==> src/sorted_key_table_top_assert.svh <==
// ----------------------------------------------------------------------------
// sorted_key_table_top_assert.svh
// Assertion macros for the sorted key table. Clock clk, reset rst_n.
// ----------------------------------------------------------------------------
`ifndef SORTED_KEY_TABLE_TOP_ASSERT_SVH
`define SORTED_KEY_TABLE_TOP_ASSERT_SVH

// same-cycle implication
`define SKT_ASSERT_IMPLY(label, ante, cons, msg) \
    label: assert property (@(posedge clk) disable iff (!rst_n) (ante) |-> (cons)) \
        else $error(msg);

// next-cycle implication
`define SKT_ASSERT_NEXT(label, ante, cons, msg) \
    label: assert property (@(posedge clk) disable iff (!rst_n) (ante) |=> (cons)) \
        else $error(msg);

`endif

==> src/skt_pkg.sv <==
// ----------------------------------------------------------------------------
// skt_pkg
// Shared widths, codes and control types of the sorted key table.
// ----------------------------------------------------------------------------
`timescale 1ns / 1ps

package skt_pkg;

    localparam int DEPTH_DEFAULT = 32;

    localparam int OP_W     = 2;
    localparam int KEY_W    = 16;
    localparam int HANDLE_W = 16;
    localparam int POS_W    = 5;
    localparam int STATUS_W = 2;
    localparam int COUNT_W  = 6;
    localparam int ENTRY_W  = KEY_W + HANDLE_W;

    localparam logic [OP_W-1:0] OP_INSERT = 2'd0;
    localparam logic [OP_W-1:0] OP_DELETE = 2'd1;
    localparam logic [OP_W-1:0] OP_FIND   = 2'd2;
    localparam logic [OP_W-1:0] OP_NOP    = 2'd3;

    localparam logic [STATUS_W-1:0] ST_OK      = 2'd0;
    localparam logic [STATUS_W-1:0] ST_FULL    = 2'd1;
    localparam logic [STATUS_W-1:0] ST_MISSING = 2'd2;
    localparam logic [STATUS_W-1:0] ST_RANGE   = 2'd3;

    // result kinds loaded into the output register
    localparam logic [2:0] RES_NOP     = 3'd0;
    localparam logic [2:0] RES_FULL    = 3'd1;
    localparam logic [2:0] RES_RANGE   = 3'd2;
    localparam logic [2:0] RES_MISSING = 3'd3;
    localparam logic [2:0] RES_INS     = 3'd4;
    localparam logic [2:0] RES_DEL     = 3'd5;
    localparam logic [2:0] RES_FIND    = 3'd6;

    // table write source
    localparam logic [1:0] WR_NONE  = 2'd0;
    localparam logic [1:0] WR_NEW   = 2'd1;
    localparam logic [1:0] WR_CARRY = 2'd2;
    localparam logic [1:0] WR_SHIFT = 2'd3;

    typedef struct packed {
        logic       load_req;
        logic       prime;
        logic       step;
        logic [1:0] wr_sel;
        logic       load_carry;
        logic       capture;
        logic       load_out;
        logic [2:0] res;
    } skt_cmd_t;

    typedef struct packed {
        logic [OP_W-1:0] op;
        logic            full;
        logic            empty;
        logic            pos_bad;
        logic            at_count;
        logic            next_at_count;
        logic            key_ge;
        logic            key_eq;
        logic            out_busy;
    } skt_stat_t;

endpackage

==> src/skt_if.sv <==
// ----------------------------------------------------------------------------
// skt_if
// Request and response channels of the sorted key table.
// ----------------------------------------------------------------------------
`timescale 1ns / 1ps

interface skt_req_if;
    logic                         valid;
    logic                         ready;
    logic [skt_pkg::OP_W-1:0]     op;
    logic [skt_pkg::KEY_W-1:0]    key;
    logic [skt_pkg::HANDLE_W-1:0] record_handle;
    logic [skt_pkg::POS_W-1:0]    position;

    modport source (output valid, output op, output key, output record_handle,
                    output position, input ready);
    modport sink   (input valid, input op, input key, input record_handle,
                    input position, output ready);
endinterface

interface skt_rsp_if;
    logic                         valid;
    logic                         ready;
    logic [skt_pkg::STATUS_W-1:0] status;
    logic [skt_pkg::POS_W-1:0]    found_position;
    logic [skt_pkg::HANDLE_W-1:0] found_handle;
    logic [skt_pkg::COUNT_W-1:0]  entry_count;

    modport source (output valid, output status, output found_position,
                    output found_handle, output entry_count, input ready);
    modport sink   (input valid, input status, input found_position,
                    input found_handle, input entry_count, output ready);
endinterface

==> src/skt_ctrl.sv <==
// ----------------------------------------------------------------------------
// skt_ctrl
// Sequencer of the sorted key table: decodes the op and steps the table scan.
// ----------------------------------------------------------------------------
`timescale 1ns / 1ps

module skt_ctrl
(
    input  logic               clk,
    input  logic               rst_n,
    input  logic               req_valid,
    output logic               req_ready,
    input  skt_pkg::skt_stat_t st,
    output skt_pkg::skt_cmd_t  cmd
);

    localparam logic [2:0] S_IDLE     = 3'd0;
    localparam logic [2:0] S_PRIME    = 3'd1;
    localparam logic [2:0] S_INS_SEEK = 3'd2;
    localparam logic [2:0] S_INS_SHFT = 3'd3;
    localparam logic [2:0] S_DEL      = 3'd4;
    localparam logic [2:0] S_FIND     = 3'd5;
    localparam logic [2:0] S_DONE     = 3'd6;

    logic [2:0] state_reg;
    logic [2:0] state_next;
    logic [2:0] res_reg;
    logic [2:0] res_next;

    always_ff @(posedge clk or negedge rst_n)
    begin
        if (!rst_n)
        begin
            state_reg <= S_IDLE;
            res_reg   <= skt_pkg::RES_NOP;
        end
        else
        begin
            state_reg <= state_next;
            res_reg   <= res_next;
        end
    end

    always_comb
    begin
        cmd        = '0;
        state_next = state_reg;
        res_next   = res_reg;
        req_ready  = (state_reg == S_IDLE);
        unique case (state_reg)
            S_IDLE:
            begin
                if (req_valid)
                begin
                    cmd.load_req = 1'b1;
                    state_next   = S_PRIME;
                end
            end
            S_PRIME:
            begin
                unique case (st.op)
                    skt_pkg::OP_INSERT:
                    begin
                        if (st.full)
                        begin
                            res_next   = skt_pkg::RES_FULL;
                            state_next = S_DONE;
                        end
                        else
                        begin
                            cmd.prime  = 1'b1;
                            state_next = S_INS_SEEK;
                        end
                    end
                    skt_pkg::OP_DELETE:
                    begin
                        if (st.pos_bad)
                        begin
                            res_next   = skt_pkg::RES_RANGE;
                            state_next = S_DONE;
                        end
                        else
                        begin
                            cmd.prime  = 1'b1;
                            state_next = S_DEL;
                        end
                    end
                    skt_pkg::OP_FIND:
                    begin
                        if (st.empty)
                        begin
                            res_next   = skt_pkg::RES_MISSING;
                            state_next = S_DONE;
                        end
                        else
                        begin
                            cmd.prime  = 1'b1;
                            state_next = S_FIND;
                        end
                    end
                    default:
                    begin
                        res_next   = skt_pkg::RES_NOP;
                        state_next = S_DONE;
                    end
                endcase
            end
            S_INS_SEEK:
            begin
                // first slot whose key is not smaller, or the end of the table
                if (st.at_count || st.key_ge)
                begin
                    cmd.wr_sel     = skt_pkg::WR_NEW;
                    cmd.load_carry = 1'b1;
                    cmd.capture    = 1'b1;
                    if (st.at_count)
                    begin
                        res_next   = skt_pkg::RES_INS;
                        state_next = S_DONE;
                    end
                    else
                    begin
                        cmd.step   = 1'b1;
                        state_next = S_INS_SHFT;
                    end
                end
                else
                begin
                    cmd.step = 1'b1;
                end
            end
            S_INS_SHFT:
            begin
                cmd.wr_sel     = skt_pkg::WR_CARRY;
                cmd.load_carry = 1'b1;
                if (st.at_count)
                begin
                    res_next   = skt_pkg::RES_INS;
                    state_next = S_DONE;
                end
                else
                begin
                    cmd.step = 1'b1;
                end
            end
            S_DEL:
            begin
                if (!st.at_count)
                begin
                    cmd.wr_sel = skt_pkg::WR_SHIFT;
                    cmd.step   = 1'b1;
                end
                else
                begin
                    res_next   = skt_pkg::RES_DEL;
                    state_next = S_DONE;
                end
            end
            S_FIND:
            begin
                if (st.key_eq)
                begin
                    cmd.capture = 1'b1;
                    res_next    = skt_pkg::RES_FIND;
                    state_next  = S_DONE;
                end
                else if (st.next_at_count)
                begin
                    res_next   = skt_pkg::RES_MISSING;
                    state_next = S_DONE;
                end
                else
                begin
                    cmd.step = 1'b1;
                end
            end
            S_DONE:
            begin
                if (!st.out_busy)
                begin
                    cmd.load_out = 1'b1;
                    cmd.res      = res_reg;
                    state_next   = S_IDLE;
                end
            end
            default:
            begin
                state_next = S_IDLE;
            end
        endcase
    end

endmodule

==> src/skt_datapath.sv <==
// ----------------------------------------------------------------------------
// skt_datapath
// Table memory, scan pointer, carry register, entry count and output register.
// ----------------------------------------------------------------------------
`timescale 1ns / 1ps

module skt_datapath
#(
    parameter int DEPTH = skt_pkg::DEPTH_DEFAULT
)
(
    input  logic                           clk,
    input  logic                           rst_n,
    input  logic [skt_pkg::OP_W-1:0]       req_op,
    input  logic [skt_pkg::KEY_W-1:0]      req_key,
    input  logic [skt_pkg::HANDLE_W-1:0]   req_handle,
    input  logic [skt_pkg::POS_W-1:0]      req_position,
    input  skt_pkg::skt_cmd_t              cmd,
    output skt_pkg::skt_stat_t             st,
    output logic                           rsp_valid,
    input  logic                           rsp_ready,
    output logic [skt_pkg::STATUS_W-1:0]   rsp_status,
    output logic [skt_pkg::POS_W-1:0]      rsp_found_position,
    output logic [skt_pkg::HANDLE_W-1:0]   rsp_found_handle,
    output logic [skt_pkg::COUNT_W-1:0]    rsp_entry_count
);

    localparam int CW = $clog2(DEPTH + 1);
    localparam int AW = $clog2(DEPTH);
    localparam int XW = (CW > skt_pkg::COUNT_W) ? CW : skt_pkg::COUNT_W;
    localparam int EW = skt_pkg::ENTRY_W;
    localparam int HW = skt_pkg::HANDLE_W;

    logic [EW-1:0] mem [DEPTH];

    logic [skt_pkg::OP_W-1:0]  op_reg;
    logic [skt_pkg::KEY_W-1:0] key_reg;
    logic [HW-1:0]             hnd_reg;
    logic [skt_pkg::POS_W-1:0] pos_reg;
    logic [CW-1:0]             count_reg;
    logic [CW-1:0]             count_next;
    logic [CW-1:0]             w_reg;
    logic [CW-1:0]             w_next;
    logic [EW-1:0]             rd_data_reg;
    logic [EW-1:0]             carry_reg;
    logic [CW-1:0]             slot_reg;
    logic [HW-1:0]             fhnd_reg;
    logic                      out_valid_reg;
    logic [skt_pkg::STATUS_W-1:0] out_status_reg;
    logic [skt_pkg::POS_W-1:0] out_pos_reg;
    logic [HW-1:0]             out_hnd_reg;
    logic [skt_pkg::COUNT_W-1:0] out_cnt_reg;

    logic [XW-1:0] pos_ext;
    logic [XW-1:0] cnt_ext;
    logic [XW-1:0] del_start;
    logic [XW-1:0] slot_ext;
    logic [XW-1:0] cnt_new_ext;
    logic [CW-1:0] w_plus1;
    logic [CW-1:0] w_minus1;
    logic [AW-1:0] rd_addr;
    logic [AW-1:0] wr_addr;
    logic [EW-1:0] wr_data;
    logic          wr_en;
    logic [skt_pkg::STATUS_W-1:0] res_status;
    logic [skt_pkg::POS_W-1:0]    res_pos;
    logic [HW-1:0]                res_hnd;

    assign pos_ext     = XW'(pos_reg);
    assign cnt_ext     = XW'(count_reg);
    assign del_start   = pos_ext + XW'(1);
    assign slot_ext    = XW'(slot_reg);
    assign w_plus1     = w_reg + CW'(1);
    assign w_minus1    = w_reg - CW'(1);
    assign cnt_new_ext = XW'(count_next);

    assign st.op            = op_reg;
    assign st.full          = (count_reg == CW'(DEPTH));
    assign st.empty         = (count_reg == '0);
    assign st.pos_bad       = (pos_ext >= cnt_ext);
    assign st.at_count      = (w_reg == count_reg);
    assign st.next_at_count = (w_plus1 == count_reg);
    assign st.key_ge        = (rd_data_reg[EW-1:HW] >= key_reg);
    assign st.key_eq        = (rd_data_reg[EW-1:HW] == key_reg);
    assign st.out_busy      = out_valid_reg && !rsp_ready;

    // a delete scan starts one past the removed entry, the others at zero
    always_comb
    begin
        if (cmd.prime)
        begin
            w_next  = (op_reg == skt_pkg::OP_DELETE) ? del_start[CW-1:0] : '0;
            rd_addr = (op_reg == skt_pkg::OP_DELETE) ? del_start[AW-1:0] : '0;
        end
        else
        begin
            w_next  = cmd.step ? w_plus1 : w_reg;
            rd_addr = w_plus1[AW-1:0];
        end
    end

    always_comb
    begin
        wr_en   = 1'b1;
        wr_addr = w_reg[AW-1:0];
        wr_data = carry_reg;
        unique case (cmd.wr_sel)
            skt_pkg::WR_NEW:   wr_data = {key_reg, hnd_reg};
            skt_pkg::WR_CARRY: wr_data = carry_reg;
            skt_pkg::WR_SHIFT:
            begin
                wr_addr = w_minus1[AW-1:0];
                wr_data = rd_data_reg;
            end
            default:           wr_en = 1'b0;
        endcase
    end

    always_ff @(posedge clk)
    begin
        if (wr_en)
        begin
            mem[wr_addr] <= wr_data;
        end
        rd_data_reg <= mem[rd_addr];
    end

    always_ff @(posedge clk)
    begin
        if (cmd.load_req)
        begin
            op_reg  <= req_op;
            key_reg <= req_key;
            hnd_reg <= req_handle;
            pos_reg <= req_position;
        end
        w_reg <= w_next;
        if (cmd.load_carry)
        begin
            carry_reg <= rd_data_reg;
        end
        if (cmd.capture)
        begin
            slot_reg <= w_reg;
            fhnd_reg <= rd_data_reg[HW-1:0];
        end
    end

    always_comb
    begin
        count_next = count_reg;
        res_status = skt_pkg::ST_OK;
        res_pos    = '0;
        res_hnd    = '0;
        case (cmd.res)
            skt_pkg::RES_FULL:    res_status = skt_pkg::ST_FULL;
            skt_pkg::RES_RANGE:   res_status = skt_pkg::ST_RANGE;
            skt_pkg::RES_MISSING: res_status = skt_pkg::ST_MISSING;
            skt_pkg::RES_INS:
            begin
                res_pos    = slot_ext[skt_pkg::POS_W-1:0];
                count_next = count_reg + CW'(1);
            end
            skt_pkg::RES_DEL:
            begin
                res_pos    = pos_reg;
                count_next = count_reg - CW'(1);
            end
            skt_pkg::RES_FIND:
            begin
                res_pos = slot_ext[skt_pkg::POS_W-1:0];
                res_hnd = fhnd_reg;
            end
            default:              res_status = skt_pkg::ST_OK;
        endcase
    end

    always_ff @(posedge clk or negedge rst_n)
    begin
        if (!rst_n)
        begin
            count_reg     <= '0;
            out_valid_reg <= 1'b0;
        end
        else
        begin
            if (cmd.load_out)
            begin
                count_reg     <= count_next;
                out_valid_reg <= 1'b1;
            end
            else if (rsp_ready)
            begin
                out_valid_reg <= 1'b0;
            end
        end
    end

    always_ff @(posedge clk)
    begin
        if (cmd.load_out)
        begin
            out_status_reg <= res_status;
            out_pos_reg    <= res_pos;
            out_hnd_reg    <= res_hnd;
            out_cnt_reg    <= cnt_new_ext[skt_pkg::COUNT_W-1:0];
        end
    end

    assign rsp_valid          = out_valid_reg;
    assign rsp_status         = out_status_reg;
    assign rsp_found_position = out_pos_reg;
    assign rsp_found_handle   = out_hnd_reg;
    assign rsp_entry_count    = out_cnt_reg;

endmodule

==> src/sorted_key_table_top.sv <==
// ----------------------------------------------------------------------------
// sorted_key_table_top
// Insert, find and delete scan the table RAM one entry per cycle; a NOP and a
// rejected request (table full, position out of range, find on empty) do not scan.
// One transaction at a time; the next request is taken once the result is in
// the output register. Reset clears the count and all control, not the table.
// ----------------------------------------------------------------------------
`timescale 1ns / 1ps

`include "sorted_key_table_top_assert.svh"

module sorted_key_table_top
#(
    parameter int DEPTH = skt_pkg::DEPTH_DEFAULT
)
(
    input  logic      clk,
    input  logic      rst_n,
    skt_req_if.sink   req,
    skt_rsp_if.source rsp
);

    skt_pkg::skt_cmd_t  cmd;
    skt_pkg::skt_stat_t st;

    skt_ctrl u_ctrl
    (
        .clk       (clk),
        .rst_n     (rst_n),
        .req_valid (req.valid),
        .req_ready (req.ready),
        .st        (st),
        .cmd       (cmd)
    );

    skt_datapath #(.DEPTH(DEPTH)) u_datapath
    (
        .clk                (clk),
        .rst_n              (rst_n),
        .req_op             (req.op),
        .req_key            (req.key),
        .req_handle         (req.record_handle),
        .req_position       (req.position),
        .cmd                (cmd),
        .st                 (st),
        .rsp_valid          (rsp.valid),
        .rsp_ready          (rsp.ready),
        .rsp_status         (rsp.status),
        .rsp_found_position (rsp.found_position),
        .rsp_found_handle   (rsp.found_handle),
        .rsp_entry_count    (rsp.entry_count)
    );

    `SKT_ASSERT_NEXT(a_busy_after_accept, req.valid && req.ready, !req.ready, "ready after accept")
    `SKT_ASSERT_IMPLY(a_full_status, rsp.valid && rsp.status == skt_pkg::ST_FULL, st.full, "full status without full table")
    `SKT_ASSERT_IMPLY(a_load_needs_room, cmd.load_out, !st.out_busy, "result loaded over pending transaction")

endmodule
==> src/flat_wrapper.sv <==
// flat-port wrapper written by rule: the top's interface ports become plain ports
module sorted_key_table_top_flat 
#(
    parameter int DEPTH = skt_pkg::DEPTH_DEFAULT
)
  (clk, rst_n, req_valid, req_op, req_key, req_record_handle, req_position, req_ready, rsp_valid, rsp_status, rsp_found_position, rsp_found_handle, rsp_entry_count, rsp_ready);
  skt_req_if req_i ();
  skt_rsp_if rsp_i ();
  input  logic clk;
  input  logic rst_n;
  input wire logic [$bits(req_i.valid)-1:0] req_valid;
  input wire logic [$bits(req_i.op)-1:0] req_op;
  input wire logic [$bits(req_i.key)-1:0] req_key;
  input wire logic [$bits(req_i.record_handle)-1:0] req_record_handle;
  input wire logic [$bits(req_i.position)-1:0] req_position;
  output wire logic [$bits(req_i.ready)-1:0] req_ready;
  output wire logic [$bits(rsp_i.valid)-1:0] rsp_valid;
  output wire logic [$bits(rsp_i.status)-1:0] rsp_status;
  output wire logic [$bits(rsp_i.found_position)-1:0] rsp_found_position;
  output wire logic [$bits(rsp_i.found_handle)-1:0] rsp_found_handle;
  output wire logic [$bits(rsp_i.entry_count)-1:0] rsp_entry_count;
  input wire logic [$bits(rsp_i.ready)-1:0] rsp_ready;
  assign req_i.valid = req_valid;
  assign req_i.op = req_op;
  assign req_i.key = req_key;
  assign req_i.record_handle = req_record_handle;
  assign req_i.position = req_position;
  assign req_ready = req_i.ready;
  assign rsp_valid = rsp_i.valid;
  assign rsp_status = rsp_i.status;
  assign rsp_found_position = rsp_i.found_position;
  assign rsp_found_handle = rsp_i.found_handle;
  assign rsp_entry_count = rsp_i.entry_count;
  assign rsp_i.ready = rsp_ready;
  sorted_key_table_top #(.DEPTH(DEPTH)) u_core (.clk(clk), .rst_n(rst_n), .req(req_i), .rsp(rsp_i));
endmodule
==> config.mk <==
export PLATFORM = sky130hd
export DESIGN_NAME = sorted_key_table_top_flat
export DESIGN_NICKNAME = d
export VERILOG_FILES = /design/src/skt_pkg.sv /design/src/skt_if.sv /design/src/skt_ctrl.sv /design/src/skt_datapath.sv /design/src/sorted_key_table_top.sv /design/src/flat_wrapper.sv
export VERILOG_INCLUDE_DIRS = /design/src /design/src/src
export SDC_FILE = /design/constraint.sdc
export NUM_CORES = 2
export LEC_CHECK = 0
export ABC_AREA = 1
export BUFFER_PORTS_ARGS = -buffer_cell sky130_fd_sc_hd__buf_2
export CAP_MARGIN = 5
export CORE_AREA = 8 8 443 358
export CTS_CLUSTER_DIAMETER = 40
export DETAILED_ROUTE_END_ITERATION = 12
export DIE_AREA = 0 0 451 366
export PLACE_DENSITY = 0.45
export RECOVER_POWER = 50
export SLEW_MARGIN = 0
export SYNTH_ARGS = -nofsm -noshare
export SYNTH_HDL_FRONTEND = slang
export SYNTH_SLANG_ARGS = --single-unit
==> constraint.sdc <==
create_clock -name clk -period 12.1 [get_ports clk]
set_clock_uncertainty 0.2 [all_clocks]
set_input_delay 0.605 -clock clk [delete_from_list [all_inputs] [get_ports clk]]
set_output_delay 0.605 -clock clk [all_outputs]
set_load 0.005 [all_outputs]
==> results summary <==
The global-route wire length before repair is 251 mm. The register with the most flip-flops in the layout has between 1000 and 1500 of them. The library cells used most frequently in the layout, excluding fill and tap cells, are sky130_fd_sc_hd__nand3_1 (1157), sky130_fd_sc_hd__edfxtp_1 (1151), sky130_fd_sc_hd__inv_1 (1115), sky130_fd_sc_hd__nand2_1 (1106), sky130_fd_sc_hd__clkbuf_16 (166). The total non-filler cell area in the finished layout is 61000 µm².

The wire length the detailed router placed on met1 came out at 84.7 mm. The total vias in the final route came out at 36100. The CTS tree is done. The die area is around 170000 µm². The measured slew at the worst slew-check pin is approximately 4.1 ns. The checks that failed: capacitance limit, slew limit. The fraction of power consumed by combinational cells is 0.425.

The critical path is of the flip-flop to flip-flop type. The count of cells in the finished layout, fillers not included, comes to 7354. The kind of launch point of the worst setup path is a flip-flop.

The highest ir drop seen on vdd came out at ~0.42 mV. The clock net in this run drives a total of about 1200 sinks. The total clock buffers created by CTS is around 160. The sequential cell area fraction in the yosys report came out at 0.676. The worst setup path is captured at a flip-flop. The die extent in y came out at between 300 and 400 µm. For this configuration, the core starts out at a cell density of 0.347. For the worst flop-to-flop path, the logic depth is 17. Of the total power, registers draw 0.322. In this run the cell area measured after placement is 55400 µm². The min-delay analysis places its worst path in the category flip-flop to flip-flop. The length of routed met3 wiring is about 11 mm. The proportion of total power due to net switching came out at 0.437. The aggregate global-route resource usage is 0.205. The number of placed cells counting well taps is 7019.

The detailed-route wire length per cell is roughly 23 µm. The largest fanout of any net on the critical path is 51. The flow ran to the end, but the final reports show violations. The max-slew headroom at the worst pin is -1.76. The x dimension of the die came out at ~450 µm. The minimum period implied by the final worst setup slack came out at approximately 8.2 ns. The maximum clock path buffer count is 3. The post-placement setup slack came out at 6.03 ns. The post-synthesis to final-layout area growth came out at 16.1%.

The number of optimization iterations in the first detailed-route pass is 5. The flop and latch count out of synthesis is approximately 1200. The final estimated routing congestion in global placement came out at 0.784. The largest net degree at the start of global routing is around 180.

The detailed-route wire length came out at ~170 mm. The core box area is 151000 µm². The top-level I/O count is 74. The count of standard-cell rows came out at between 100 and 150. In the final timing run, aggregate negative setup slack is 0 ns. The HPWL after detailed placement is around 92 mm.

Of the post-synthesis cell area, the dominant cell type holds 0.658. The number of nets in the layout came out at roughly 5300. STA puts the critical path data required time at 12.43 ns. The clock latency of the later-clocked register in the worst-skew pair came out at 0.78 ns.

The number of global-route vias before repair came to about 35000. The most used flip-flop cell after synthesis is sky130_fd_sc_hd__edfxtp_1. The total setup violations reported at the end of the flow came out at 0. The number of pins exceeding their max-slew limit in the final report is 930.

The count of unresolved DRC violations after routing came out at 0. The proportion of synthesized flip-flops having asynchronous set or reset came out at 0.0109. The hold-critical path depth came out at 0.

The endpoint arrival time on the critical path came out at 8.58 ns. The level count of the clock H-tree came out at 4. Sorting the synthesized cells by area gives the leading types as sky130_fd_sc_hd__edfxtp_1 (66%), sky130_fd_sc_hd__nand3_1 (11%), sky130_fd_sc_hd__inv_1 (8.0%).

The number of antenna violations at the first check in global routing was 7. In this run the cell area of the synthesized design comes to 52500 µm². The routed design uses approximately 72 mm of met2 wire. Across the run, the number of max-cap violations was 29. The clock slew seen by the registers of the worst setup and hold paths is roughly 0.06 ns. The number of distinct library cells after synthesis came out at 43. The ratio of routed vias to standard cells came out at roughly 4.9. The Yosys step of the flow raised 0 warnings. The number of failing hold endpoints at the final stage came out at 0. The net switching power is 8.40 mW. In this run the clock root is driven by a sky130_fd_sc_hd__clkbuf_16. The first routing iteration left between 3000 and 4000 violations. The ratio of cells with drive above 1 in the final layout came out at 0.0764.

Routed signal wires occupy layers up through met4. The average instance area after synthesis is between 10 and 15 µm². The number of synthesized flops with an enable pin came out at between 1000 and 1500. The total of buffers placed on input and output ports came out at 73. The clock group share of total power came out at 0.253. The post-synth net total came out at about 5200.

The number of cells upsized or downsized after cts came out at 0. The residual antenna-violating net count after detailed routing came out at 0. The leakage dissipation is 25.7 nW. The internal power of the cells came out at between 10 and 15 mW. The worst slack on hold paths is about 0.23 ns. The achievable clock frequency came out at 121 MHz.

The number of standard cells after synthesis is slightly above 5000. Leaving out fill and tap cells, the most frequent cell in the layout is sky130_fd_sc_hd__nand3_1. Setup repair after global routing left no endpoint under its margin. The residual overflow from global routing is 0. The final-layout fill cell count came out at between 10000 and 15000.

The largest total area in the synthesized netlist belongs to sky130_fd_sc_hd__edfxtp_1. The power density of the placed cells is between 300 and 400 nW/µm². The setup slack after layout came out at roughly 3.9 ns. The final cycle utilization of the critical path is 0.681.
-- path summary, 6_finish.rpt --
path / from / end / slack (ns)
worst max-delay path: u_core.u_datapath.cnt_ext[4] / u_core.u_datapath.rd_data_reg[20] / 3.86
worst min-delay path: u_core.u_datapath.rd_data_reg[16] / u_core.u_datapath.carry_reg[16] / 0.23
worst min register to register: u_core.u_datapath.rd_data_reg[16] / u_core.u_datapath.carry_reg[16] / 0.23
worst max register to register: u_core.u_datapath.cnt_ext[4] / u_core.u_datapath.rd_data_reg[20] / 3.86
min in group asynchronous: rst_n / u_core.u_ctrl.res_reg[1] / 0.24
max in group asynchronous: rst_n / u_core.u_datapath.cnt_ext[1] / 10.94
-- repair_timing --
action,in CTS,in global routing
hold buffers,41,0
buffers inserted,0,0
hold endpoints to repair,53,0
-- metal layers --
| metal | track usage | vias to the layer above |
|---|---|---|
| li1 | - | 16800 |
| met1 | 0.317 | 17800 |
| met2 | 0.299 | 1223 |
| met3 | 0.0323 | 223 |
| met4 | 0.0504 | 0 |
| met5 | 0 | - |
-- synth_stat cells (all sizes together) (2+ instances only) --
cell type  instances
clkbuf            73
a32o               2
nor3              11
clkinv             2
ha                32
nor2              86
edfxtp          1151
nor4               3
a31oi              2
nand2           1111
dfrtp             13
nand3           1162
xnor2              8
o21bai             2
o21ai             32
nand4              7
o211ai            18
a21oi             16
dfxtp             32
inv             1120
xor2              15
buf              179
-- kinds of logic (layout without fill, tap and decap cells) --
kind of cell | count (synthesis) | in the layout | synth area share
simple gates | 2383 | 2383 | 0.200
buf+inv | 1374 | 1626 | 0.103
flops | 1196 | 1196 | 0.676
compound gates | 77 | 77 | 0.00900
fa+ha+maj | 33 | 33 | 0.00800
xor+xnor | 23 | 23 | 0.00383
other cells | 0 | 1 | 0
-- worst max-delay path: stages (launching register included) --
cell and delay (ns):
sky130_fd_sc_hd__dfrtp_1 0.49, sky130_fd_sc_hd__inv_1 0.12, sky130_fd_sc_hd__ha_1 0.30, sky130_fd_sc_hd__inv_1 0.06, sky130_fd_sc_hd__nor2_1 0.04, sky130_fd_sc_hd__a21boi_2 0.16, sky130_fd_sc_hd__nand3_1 0.10, sky130_fd_sc_hd__nand2_2 0.15
sky130_fd_sc_hd__nand2_1 0.48, sky130_fd_sc_hd__o21ai_4 0.44, sky130_fd_sc_hd__buf_4 0.62, sky130_fd_sc_hd__clkbuf_1 2.95, sky130_fd_sc_hd__buf_4 0.94, sky130_fd_sc_hd__nand3_1 0.16, sky130_fd_sc_hd__nand3_1 0.11, sky130_fd_sc_hd__nand2_1 0.10
sky130_fd_sc_hd__nand2_1 0.10, sky130_fd_sc_hd__nand2_1 0.30
-- per-stage QoR --
step | util | power (mW)
6_report | 0.403 | 19.2
5_1_grt | 0.403 | 20.3
4_1_cts | 0.405 | 19.3
3_5_place_dp | 0.366 | 14.4
3_3_place_gp | 0.366 | 14.4
2_1_floorplan | - | 11.0
-- area by class of cell --
cell class	instances	area, µm²	share of cell area
inverters	1122	4220	0.0691
diodes	1	2.50	0.0000410
clock inverters	100	1130	0.0186
clock buffers	191	4320	0.0708
repair buffers	213	1370	0.0225
multi-input cells	2516	11900	0.195
well taps	2015	2520	0.0413
flip-flops and latches	1196	35500	0.582
-- power by group through the flow --
| stage | logic, mW | registers, mW | clock network [mW] |
|---|---|---|---|
| finish | 8.16 | 6.18 | 4.87 |
| global route | 8.91 | 6.22 | 5.12 |
| CTS | 8.23 | 6.12 | 4.96 |
| detailed placement | 8.19 | 6.21 | 0 |
| global placement | 8.20 | 6.20 | 0 |
| floorplan | 4.88 | 6.14 | 0 |
No activity file was read; power rests on OpenSTA's default activity.
